### src/hdl/imu_complementary_attitude_filter_assert.svh
// assertion macros shared by the attitude filter modules
`ifndef IMU_COMPLEMENTARY_ATTITUDE_FILTER_ASSERT_SVH
`define IMU_COMPLEMENTARY_ATTITUDE_FILTER_ASSERT_SVH
`ifndef NO_ASSERTIONS
`define CAF_ASSERT(name, clk, rst_n, prop) \
    name: assert property (@(posedge clk) disable iff (!rst_n) prop) \
        else $error("imu filter assertion failed");
`define CAF_ASSERT_RST(name, clk, prop) \
    name: assert property (@(posedge clk) prop) \
        else $error("imu filter assertion failed");
`else
`define CAF_ASSERT(name, clk, rst_n, prop)
`define CAF_ASSERT_RST(name, clk, prop)
`endif
`endif

### src/hdl/imu_caf_pkg.sv
// types, constants and helper functions of the attitude filter
`timescale 1ns / 1ps
package imu_caf_pkg;

    localparam int DEFAULT_CORDIC_STEPS = 16;
    localparam int ATAN_LEN             = 24;
    localparam int STEP_W               = 5;
    localparam int CNT_W                = 6;
    localparam int SQRT_STEPS           = 30;
    localparam int DIV_STEPS            = 6;

    // divider phases: two radix 2^18 digits, each multiply, estimate, fix
    localparam logic [STEP_W-1:0] DIV_HI_MUL = 5'd0;
    localparam logic [STEP_W-1:0] DIV_HI_EST = 5'd1;
    localparam logic [STEP_W-1:0] DIV_HI_FIX = 5'd2;
    localparam logic [STEP_W-1:0] DIV_LO_MUL = 5'd3;
    localparam logic [STEP_W-1:0] DIV_LO_EST = 5'd4;
    localparam logic [STEP_W-1:0] DIV_LO_FIX = 5'd5;

    localparam logic signed [24:0] ANGLE_MAX = 25'sd11796480;
    localparam logic signed [25:0] DEG90     = 26'sd5898240;

    localparam int CFG_W     = 18;
    localparam int CFG_IDX_W = 2;
    localparam logic [CFG_IDX_W-1:0] REG_BIAS_X       = 2'd0;
    localparam logic [CFG_IDX_W-1:0] REG_BIAS_Y       = 2'd1;
    localparam logic [CFG_IDX_W-1:0] REG_BLEND_WEIGHT = 2'd2;
    localparam logic [15:0] WEIGHT_RESET = 16'd64225;

    // raw * 2^17 = raw * 131000 + raw * 72, so only the small part is divided
    localparam logic signed [27:0] RATE_WHOLE    = 28'sd1000;
    localparam logic signed [23:0] RATE_FRAC     = 24'sd72;
    localparam logic signed [45:0] RATE_ROUND    = 46'sd65;
    localparam logic        [13:0] RATE_DIVISOR  = 14'd131;
    localparam logic        [24:0] RATE_RECIP    = 25'd32786009;
    // 1000000 = 64 * 15625
    localparam int                 DELTA_SHIFT   = 6;
    localparam logic        [13:0] DELTA_DIVISOR = 14'd15625;
    localparam logic        [24:0] DELTA_RECIP   = 25'd274877;
    localparam logic        [45:0] DELTA_ROUND   = 46'd500000;
    localparam logic        [45:0] BLEND_ROUND   = 46'd32768;

    typedef enum logic [4:0] {
        OP_IDLE,
        OP_LOAD,
        OP_SQ1,
        OP_SQ2,
        OP_SQRT,
        OP_CINIT,
        OP_CSTEP,
        OP_CSAVE,
        OP_RINIT,
        OP_DSTEP,
        OP_RSAVE,
        OP_DMUL,
        OP_DINIT,
        OP_DSAVE,
        OP_BMUL,
        OP_BSUM,
        OP_BSAVE,
        OP_OUT
    } dp_op_t;

    typedef struct packed {
        dp_op_t              op;
        logic                axis;
        logic [STEP_W-1:0]   step;
    } dp_cmd_t;

    typedef struct packed {
        logic out_free;
    } dp_status_t;

    // arctangent of 2^-i in 1/65536 degree
    function automatic logic [21:0] atan_entry(input logic [STEP_W-1:0] i);
        logic [21:0] r;
        case (i)
            5'd0:    r = 22'd2949120;
            5'd1:    r = 22'd1740967;
            5'd2:    r = 22'd919879;
            5'd3:    r = 22'd466945;
            5'd4:    r = 22'd234379;
            5'd5:    r = 22'd117304;
            5'd6:    r = 22'd58666;
            5'd7:    r = 22'd29335;
            5'd8:    r = 22'd14668;
            5'd9:    r = 22'd7334;
            5'd10:   r = 22'd3667;
            5'd11:   r = 22'd1833;
            5'd12:   r = 22'd917;
            5'd13:   r = 22'd458;
            5'd14:   r = 22'd229;
            5'd15:   r = 22'd115;
            5'd16:   r = 22'd57;
            5'd17:   r = 22'd29;
            5'd18:   r = 22'd14;
            5'd19:   r = 22'd7;
            5'd20:   r = 22'd4;
            5'd21:   r = 22'd2;
            5'd22:   r = 22'd1;
            default: r = 22'd0;
        endcase
        return r;
    endfunction

    function automatic logic signed [24:0] sat_angle(input logic signed [31:0] v);
        logic signed [24:0] r;
        if (v > 32'(ANGLE_MAX))
            r = ANGLE_MAX;
        else if (v < -32'(ANGLE_MAX))
            r = -ANGLE_MAX;
        else
            r = v[24:0];
        return r;
    endfunction

endpackage

### src/hdl/imu_caf_ctrl.sv
// sequencer that steps the datapath through one sample
`timescale 1ns / 1ps
`include "imu_complementary_attitude_filter_assert.svh"
module imu_caf_ctrl
    import imu_caf_pkg::*;
#(
    parameter int CORDIC_STEPS = DEFAULT_CORDIC_STEPS
)
(
    input  logic       clk,
    input  logic       rst_n,
    input  logic       in_valid,
    output logic       in_ready,
    input  dp_status_t status,
    output dp_cmd_t    cmd
);

    localparam int N_ITER = (CORDIC_STEPS > ATAN_LEN) ? ATAN_LEN : CORDIC_STEPS;
    localparam logic [CNT_W-1:0] CORD_LAST = CNT_W'(N_ITER - 1);
    localparam logic [CNT_W-1:0] SQRT_LAST = CNT_W'(SQRT_STEPS - 1);
    localparam logic [CNT_W-1:0] DIV_LAST  = CNT_W'(DIV_STEPS - 1);

    typedef enum logic [4:0] {
        S_IDLE, S_SQ1, S_SQ2, S_SQRT, S_CINIT, S_CSTEP, S_CSAVE,
        S_RINIT, S_RDIV, S_RSAVE, S_DMUL, S_DINIT, S_DDIV, S_DSAVE,
        S_BMUL, S_BSUM, S_BSAVE, S_DONE
    } state_t;

    state_t            state_reg, state_next;
    logic [CNT_W-1:0]  cnt_reg, cnt_next;
    logic              axis_reg, axis_next;
    dp_op_t            op;

    always_comb
    begin
        state_next = state_reg;
        cnt_next   = cnt_reg;
        axis_next  = axis_reg;
        op         = OP_IDLE;
        case (state_reg)
            S_IDLE:
            begin
                if (in_valid)
                begin
                    op         = OP_LOAD;
                    state_next = S_SQ1;
                end
            end
            S_SQ1:
            begin
                op         = OP_SQ1;
                state_next = S_SQ2;
            end
            S_SQ2:
            begin
                op         = OP_SQ2;
                cnt_next   = '0;
                state_next = S_SQRT;
            end
            S_SQRT:
            begin
                op       = OP_SQRT;
                cnt_next = cnt_reg + 1'b1;
                if (cnt_reg == SQRT_LAST)
                begin
                    axis_next  = 1'b0;
                    state_next = S_CINIT;
                end
            end
            S_CINIT:
            begin
                op         = OP_CINIT;
                cnt_next   = '0;
                state_next = S_CSTEP;
            end
            S_CSTEP:
            begin
                op       = OP_CSTEP;
                cnt_next = cnt_reg + 1'b1;
                if (cnt_reg == CORD_LAST)
                    state_next = S_CSAVE;
            end
            S_CSAVE:
            begin
                op        = OP_CSAVE;
                axis_next = ~axis_reg;
                state_next = axis_reg ? S_RINIT : S_CINIT;
            end
            S_RINIT:
            begin
                op         = OP_RINIT;
                cnt_next   = '0;
                state_next = S_RDIV;
            end
            S_RDIV:
            begin
                op       = OP_DSTEP;
                cnt_next = cnt_reg + 1'b1;
                if (cnt_reg == DIV_LAST)
                    state_next = S_RSAVE;
            end
            S_RSAVE:
            begin
                op         = OP_RSAVE;
                state_next = S_DMUL;
            end
            S_DMUL:
            begin
                op         = OP_DMUL;
                state_next = S_DINIT;
            end
            S_DINIT:
            begin
                op         = OP_DINIT;
                cnt_next   = '0;
                state_next = S_DDIV;
            end
            S_DDIV:
            begin
                op       = OP_DSTEP;
                cnt_next = cnt_reg + 1'b1;
                if (cnt_reg == DIV_LAST)
                    state_next = S_DSAVE;
            end
            S_DSAVE:
            begin
                op         = OP_DSAVE;
                state_next = S_BMUL;
            end
            S_BMUL:
            begin
                op         = OP_BMUL;
                state_next = S_BSUM;
            end
            S_BSUM:
            begin
                op         = OP_BSUM;
                state_next = S_BSAVE;
            end
            S_BSAVE:
            begin
                op         = OP_BSAVE;
                axis_next  = ~axis_reg;
                state_next = axis_reg ? S_DONE : S_RINIT;
            end
            S_DONE:
            begin
                // wait for the output slot to free up
                if (status.out_free)
                begin
                    op         = OP_OUT;
                    state_next = S_IDLE;
                end
            end
            default:
            begin
                state_next = S_IDLE;
            end
        endcase
    end

    always_ff @(posedge clk or negedge rst_n)
    begin
        if (!rst_n)
        begin
            state_reg <= S_IDLE;
            cnt_reg   <= '0;
            axis_reg  <= 1'b0;
        end
        else
        begin
            state_reg <= state_next;
            cnt_reg   <= cnt_next;
            axis_reg  <= axis_next;
        end
    end

    assign in_ready = (state_reg == S_IDLE);
    assign cmd.op   = op;
    assign cmd.axis = axis_reg;
    assign cmd.step = cnt_reg[STEP_W-1:0];

    `CAF_ASSERT(a_load_start, clk, rst_n, (state_reg == S_IDLE && in_valid) |=> (state_reg == S_SQ1))
    `CAF_ASSERT(a_cordic_bound, clk, rst_n, (state_reg == S_CSTEP) |-> (cnt_reg <= CORD_LAST))
    `CAF_ASSERT(a_done_hold, clk, rst_n, (state_reg == S_DONE && !status.out_free) |=> (state_reg == S_DONE))

endmodule

### config.mk
export PLATFORM = sky130hd
export DESIGN_NAME = imu_caf_ctrl
export DESIGN_NICKNAME = d
export VERILOG_FILES = /design/src/hdl/imu_caf_pkg.sv /design/src/hdl/imu_caf_ctrl.sv
export VERILOG_INCLUDE_DIRS = /design/src /design/src/hdl
export SDC_FILE = /design/constraint.sdc
export NUM_CORES = 1
export LEC_CHECK = 0
export ABC_AREA = 1
export ABC_CLOCK_PERIOD_IN_PS = 1800
export BUFFER_PORTS_ARGS = -buffer_cell sky130_fd_sc_hd__buf_4
export CORE_ASPECT_RATIO = 0.8
export CORE_MARGIN = 2
export CORE_UTILIZATION = 42
export DETAILED_ROUTE_END_ITERATION = 10
export PLACE_DENSITY = 0.6
export SYNTH_ARGS = -nofsm -noshare
export SYNTH_HDL_FRONTEND = slang
export SYNTH_SLANG_ARGS = --single-unit
### constraint.sdc
create_clock -name clk -period 1.8 [get_ports clk]
set_input_delay 0.09 -clock clk [delete_from_list [all_inputs] [get_ports clk]]
set_output_delay 0.09 -clock clk [all_outputs]
set_load 0.01 [all_outputs]
==> flow_summary.ini, run 1 <==
[grt]
grtUsageTotal_pct = 20.16
grt_pass1_wl_um = 4616
grt_max_degree = 17
antenna_found_initial = 0
overflow = 0
grt_pass1_vias = 1018

[clocking]
clk_pin_slew_ns = 0.08
h-tree-depth = 1
postCtsSetupBuffers = 0
cts-root-buf = clkbuf_4
clk_latency_ns = 0.28
clockBufferDepth = 2
cts_inserted_buffers = 3
cts_sinks = 12
cts_tree = done

[die]
rows = 16
core_um2 = 2482
die_w_um = 61.64
ios = 16
initial_core_util_pct = 44.96
die_h_um = 50.11
dieArea_um2 = 3088

[finish]
fin_util_pct = 52.92
drive_gt1_share_pct = 24.87
antenna_cells = 0
nNetsFinal = 196
fill_cells = 259
area_growth_pct = 17.71
largest_register_ffs = 6

[setup_path]
slowest_delay_ns = 0.46
r2r-end = state_reg[2]$_DFFE_PN0P_
timing.critical_path.buf_inv = 3
cp.required_ns = 1.71
cp-end-kind = output pin
rrSetupSlack_ns = 0.31
cpMaxStageDelayCell = dfrtp_2
timing.rr.start = cnt_reg[1]$_DFFE_PN0P_
path_max_fanout = 6
start_kind = register
cp_top_family = simple AND/OR/NAND/NOR gates
cp_cell_sequence = nor2_4 > inv_2 > nor2_1 > inv_2 > nand2_1 > nor2_1 > nand4_1 > buf_4
crit_type = register to output pin
worst_r2r_path_depth = 10
worst_ep_arrival_time_ns = 1.64

[synth]
synth_warnings = 0
synth_cells = 174
ys_ff_latch = 12
ys_seq_area_share_pct = 26.91
synth_nets = 180
syn_area_um2 = 1116
synth_cell_types = 27
syn_avg_cell_area_um2 = 6.414

[worst_hold_path]
hold_class = input port to register
hold-path-endpoint = state_reg[4]$_DFFE_PN0P_
min_from = status
hold_path_depth = 4

[routing]
routedWlPerCell_um = 11.93
drtIter0Drc = 109
via_count = 1125
route.detailed.drc = 0
drtAntennaViolNets = 0
wirelength_um = 2685
drtPass1Iterations = 4
drt-vias-per-instance = 5.000

[timing]
slew_headroom_pct = 80.08
rsz0062_at_grt = yes
skew_ns = 0.006008
fin_crit_sh_pct = 96.16
setup_viol = 0
tightest_slew_ns = 0.2978
max_freq_ghz = 0.5777
hold_viol_final = 0
post-route-min-period_ns = 1.731
final.setup.tns_ns = 0
slew_violations = 0

[power]
power.total_mw = 2.078
p_leak_nw = 0.7366
power-per-cell-area_nw_per_um2 = 1582
vdd_drop_max_mv = 0.7274

[status]
outcome = finished clean

[placement]
place_hpwl_um = 2211
numPortBuffers = 15
routabilityCongestion = 0.9120

[flow_run]
drv_cap = 0
## cell usage after synthesis
cell | instances | area, um2
ha_1 | 2 | 25.02
dfrtp_1 | 12 | 300.3
nor2_4 | 3 | 33.78
buf_2 | 1 | 5.000
buf_4 | 6 | 45.04
nor2_1 | 21 | 78.83
nor2_2 | 4 | 25.02
xor2_1 | 2 | 17.52
nor3_4 | 1 | 16.27
inv_1 | 18 | 67.56
nand4_1 | 5 | 31.28
nand2_1 | 51 | 191.4
inv_4 | 1 | 6.260
nand3_1 | 25 | 125.1
a31oi_1 | 1 | 6.260
or2_0 | 2 | 12.51
nand3b_1 | 1 | 7.510
nand3_4 | 2 | 35.03
or2_2 | 1 | 6.260
o21ai_1 | 1 | 5.000
a21oi_1 | 1 | 5.000
nand3_2 | 1 | 10.01
inv_2 | 4 | 15.01
nor3b_1 | 1 | 7.510
o211ai_1 | 1 | 7.510
nor3_1 | 3 | 15.01
o21ai_0 | 3 | 15.01
## worst min-delay path: cells and delay by family
kind | cells | cell delay (ns)
simple gates | 2 | 0.17
buf+inv | 2 | 0.11
## cell usage in the layout, fill, tap and decap left out, types with 5 or more instances in the layout
cell     Yosys  final
buf_4        6     17
dfrtp_1     12      7
nor2_2       4      6
nand4_1      5      5
nor2_1      21     19
nand3_1     25     24
nand2_1     51     51
dfrtp_2      0      5
inv_1       18     18
## area by class of cell
type | count | area [um2] | share of cell area (%)
flip-flops and latches | 12 | 306.5 | 23.33
well taps | 36 | 45.04 | 3.429
inverters | 23 | 96.34 | 7.333
clock buffers | 4 | 36.28 | 2.762
repair buffers | 18 | 137.6 | 10.48
multi-input cells | 132 | 691.9 | 52.67
## through the flow
step	cells	setup WS [ns]	hold slack [ns]	instance area, um2
after floorplan	174	0.4234	-0.2056	1116
after global placement	220	0.2115	-0.06167	1239
after detailed placement	220	0.2456	-0.06318	1239
after CTS	225	0.02734	0.1550	1287
after global routing	225	-0.02448	0.1685	1314
final	225	0.06904	0.1459	1314
## layer usage
metal / vias to the layer above / track usage, % / wire (um)
li1: 583 / - / -
met1: 502 / 32.58 / 1377
met2: 36 / 26.67 / 1070
met3: 4 / 4.724 / 214
met4: 0 / 3.901 / 22
met5: - / 0 / 0
## worst max path at each step
stage | to | slack (ns) | from | depth (start not counted)
2_1_floorplan | state_reg[2]$_DFFE_PN0P_ | 0.42 | state_reg[3]$_DFFE_PN0P_ | 8
3_3_place_gp | cnt_reg[0]$_DFFE_PN0P_ | 0.21 | state_reg[4]$_DFFE_PN0P_ | 8
3_5_place_dp | cnt_reg[1]$_DFFE_PN0P_ | 0.25 | state_reg[4]$_DFFE_PN0P_ | 8
4_1_cts | cmd[7] | 0.03 | state_reg[1]$_DFFE_PN0P_ | 7
5_1_grt | cmd[6] | -0.02 | state_reg[1]$_DFFE_PN0P_ | 7
6_report | cmd[6] | 0.07 | state_reg[0]$_DFFE_PN0P_ | 8
## kinds of logic after synthesis
family | share of synthesized area, %
adders and majority gates | 2.242
buffers and inverters | 12.44
AOI/OAI and AO/OA | 3.475
DFF | 26.91
and+or+nand+nor | 53.36
xor gates and xnor gates | 1.570
## repair_timing
| item | CTS | global route |
|---|---|---|
| cloned | 0 | 0 |
| hold buffers | 1 | 0 |
| endpoints found under the setup margin | 2 | 4 |
| endpoints found under the hold margin | 12 | 0 |
| resized for setup | 1 | 11 |
## power breakdown
group / internal, mW / switching (mW)
sequential: 0.359 / 0.132
combinational: 0.536 / 0.837
clock: 0.123 / 0.0900
total: 1.02 / 1.06
(Power assumes the default switching activity.)
==> run 2, diff against run 1 <==
--- a/config.mk
+++ b/config.mk
@@ -8,7 +8,7 @@
 export LEC_CHECK = 0
 export ABC_AREA = 1
 export ABC_CLOCK_PERIOD_IN_PS = 1800
-export BUFFER_PORTS_ARGS = -buffer_cell sky130_fd_sc_hd__buf_4
+export BUFFER_PORTS_ARGS = -buffer_cell sky130_fd_sc_hd__buf_2
 export CORE_ASPECT_RATIO = 0.8
 export CORE_MARGIN = 2
 export CORE_UTILIZATION = 42
==> run 2 against run 1 <==
Critical path depth shrank 1. Worst setup slack gained 0.037 ns. Worst hold slack gained 0.017 ns. Sequential share of layout area grew 0.68 points. Non-clock buffer count is the same. Die area is the same. Maximum frequency grew 2.2%. Largest cell class unchanged. Highest routed layer unchanged.
==> flow_summary.ini, run 2 (synthesis gave the netlist of run 1 again) <==
[timing]
final.setup.tns_ns = 0
setup_ws_ns = 0.1065
fin_crit_sh_pct = 94.08
rsz0062_at_grt = yes
fin_hold_ws_ns = 0.1625
hold_viol_final = 0
skew_ns = 0.0006313
post-route-min-period_ns = 1.694
slew_violations = 0
tightest_slew_ns = 0.2973
setup_viol = 0
max_freq_ghz = 0.5905
slew_headroom_pct = 80.16

[setup_path]
critical_path_depth = 7
worst_ep_arrival_time_ns = 1.60
cpMaxStageDelayCell = dfrtp_1
worst_r2r_path_depth = 8
cp_cell_sequence = inv_1 > nor2_4 > inv_1 > nor2_2 > nor3_2 > nand4_1 > buf_2
cp_top_family = simple AND/OR/NAND/NOR gates
crit_type = register to output pin
start_kind = register
worstSetupStartpoint = state_reg[2]$_DFFE_PN0P_
cp-end-kind = output pin
cp_common_cell = inv_1
timing.rr.start = state_reg[3]$_DFFE_PN0P_
cp.required_ns = 1.71
path_max_fanout = 5
slowest_delay_ns = 0.43
timing.critical_path.buf_inv = 3

[placement]
post_dp_cell_area_um2 = 1194
place_hpwl_um = 2087
post-place-ws_ns = 0.2798
routabilityCongestion = 0.9649
numPortBuffers = 15

[die]
die_h_um = 50.11
core_um2 = 2482
dieArea_um2 = 3088
initial_core_util_pct = 44.96
die_w_um = 61.64
ios = 16
rows = 16

[routing]
wirelength_um = 2629
via_count = 1116
drtAntennaViolNets = 0
drt-vias-per-instance = 4.982
drtIter0Drc = 57
routedWlPerCell_um = 11.74
route.detailed.drc = 0
drtPass1Iterations = 4

[worst_hold_path]
min_from = status
hold_path_depth = 4
hold_class = input port to register

[power]
p_leak_nw = 0.7234
combPwrFrac_pct = 66.6
p_clk_share_pct = 8.2
p_sw_mw = 1.056
vdd_drop_max_mv = 0.6251
seqPwrFrac_pct = 25.2
power-per-cell-area_nw_per_um2 = 1545
swShare_pct = 53.75
p_int_mw = 0.9083

[finish]
drive_gt1_share_pct = 25.53
fin_util_pct = 51.21
fill_cells = 263
nNetsFinal = 196
layout_commonest_cell = nand2_1
largest_register_ffs = 6
layout_common_cells = 50 x nand2_1, 24 x nand3_1, 18 x inv_1
regArea_um2 = 305.3
antenna_cells = 0
design_area_um2 = 1271
multi_input_area_um2 = 704.4
area_growth_pct = 13.90

[clocking]
h-tree-depth = 1
clk_latency_ns = 0.27
cts_sinks = 12
cts-root-buf = clkbuf_4
clockBufferDepth = 2
cts_inserted_buffers = 3
cts_tree = done
clk_pin_slew_ns = 0.07

[grt]
grt_max_degree = 17
grt_pass1_vias = 969
grtUsageTotal_pct = 18.63
antenna_found_initial = 0
grt_pass1_wl_um = 4353
overflow = 0

[status]
outcome = finished clean

[flow_run]
drv_cap = 0
[run 2: repair_timing]
action,in CTS,in global routing
endpoints found under the setup margin,3,4
hold buffers,1,0
pin swaps,0,2
buffers inserted,0,1
gates resized for setup,1,14
endpoints found under the hold margin,12,0
[run 2: metal layers]
layer | wire length (um) | vias to the layer above | share of wire (%) | global-route usage (%)
met5 | 0 | - | 0 | 0
met3 | 232 | 2 | 8.8 | 4.987
met2 | 1060 | 44 | 40 | 25.09
met1 | 1330 | 487 | 51 | 29.49
met4 | 6 | 0 | 0.23 | 3.191
li1 | - | 583 | - | -
[run 2: power groups by stage]
stage | registers (mW) | clock network (mW) | logic [mW]
global placement | 0.485 | 0 | 1.26
CTS | 0.485 | 0.169 | 1.24
floorplan | 0.462 | 0 | 0.950
global route | 0.514 | 0.181 | 1.47
detailed placement | 0.488 | 0 | 1.23
finish | 0.495 | 0.160 | 1.31
[run 2: worst paths after layout]
kind,to,slack [ns]
min in group asynchronous,cnt_reg[4]$_DFFE_PN0P_,0.22
worst max register to register,state_reg[0]$_DFFE_PN0P_,0.27
max in group asynchronous,state_reg[3]$_DFFE_PN0P_,1.34
worst max-delay path,cmd[8],0.11
worst min register to register,cnt_reg[5]$_DFFE_PN0P_,0.56
worst min-delay path,state_reg[4]$_DFFE_PN0P_,0.16
[run 2: final cells by class]
type | instances | area share [%]
Multi-Input combinational cell | 132 | 55.41
Sequential cell | 12 | 24.02
Timing Repair Buffer | 18 | 7.874
Inverter | 23 | 7.382
Tap cell | 36 | 3.543
Clock buffer | 3 | 1.772
[run 2: stage by stage]
stage	total power, mW	cells
floorplan	1.411	174
global placement	1.742	219
detailed placement	1.722	219
CTS	1.895	223
global route	2.163	224
finish	1.964	224
[run 2: worst register-to-register path: stages, from the launching register on]
cell	delay, ns
dfrtp_2	0.45
nor2_2	0.29
nand2_1	0.14
nor2_2	0.16
nand2_1	0.06
nand3_1	0.12
nor2_1	0.09
nand2_1	0.06
nand2_1	0.05
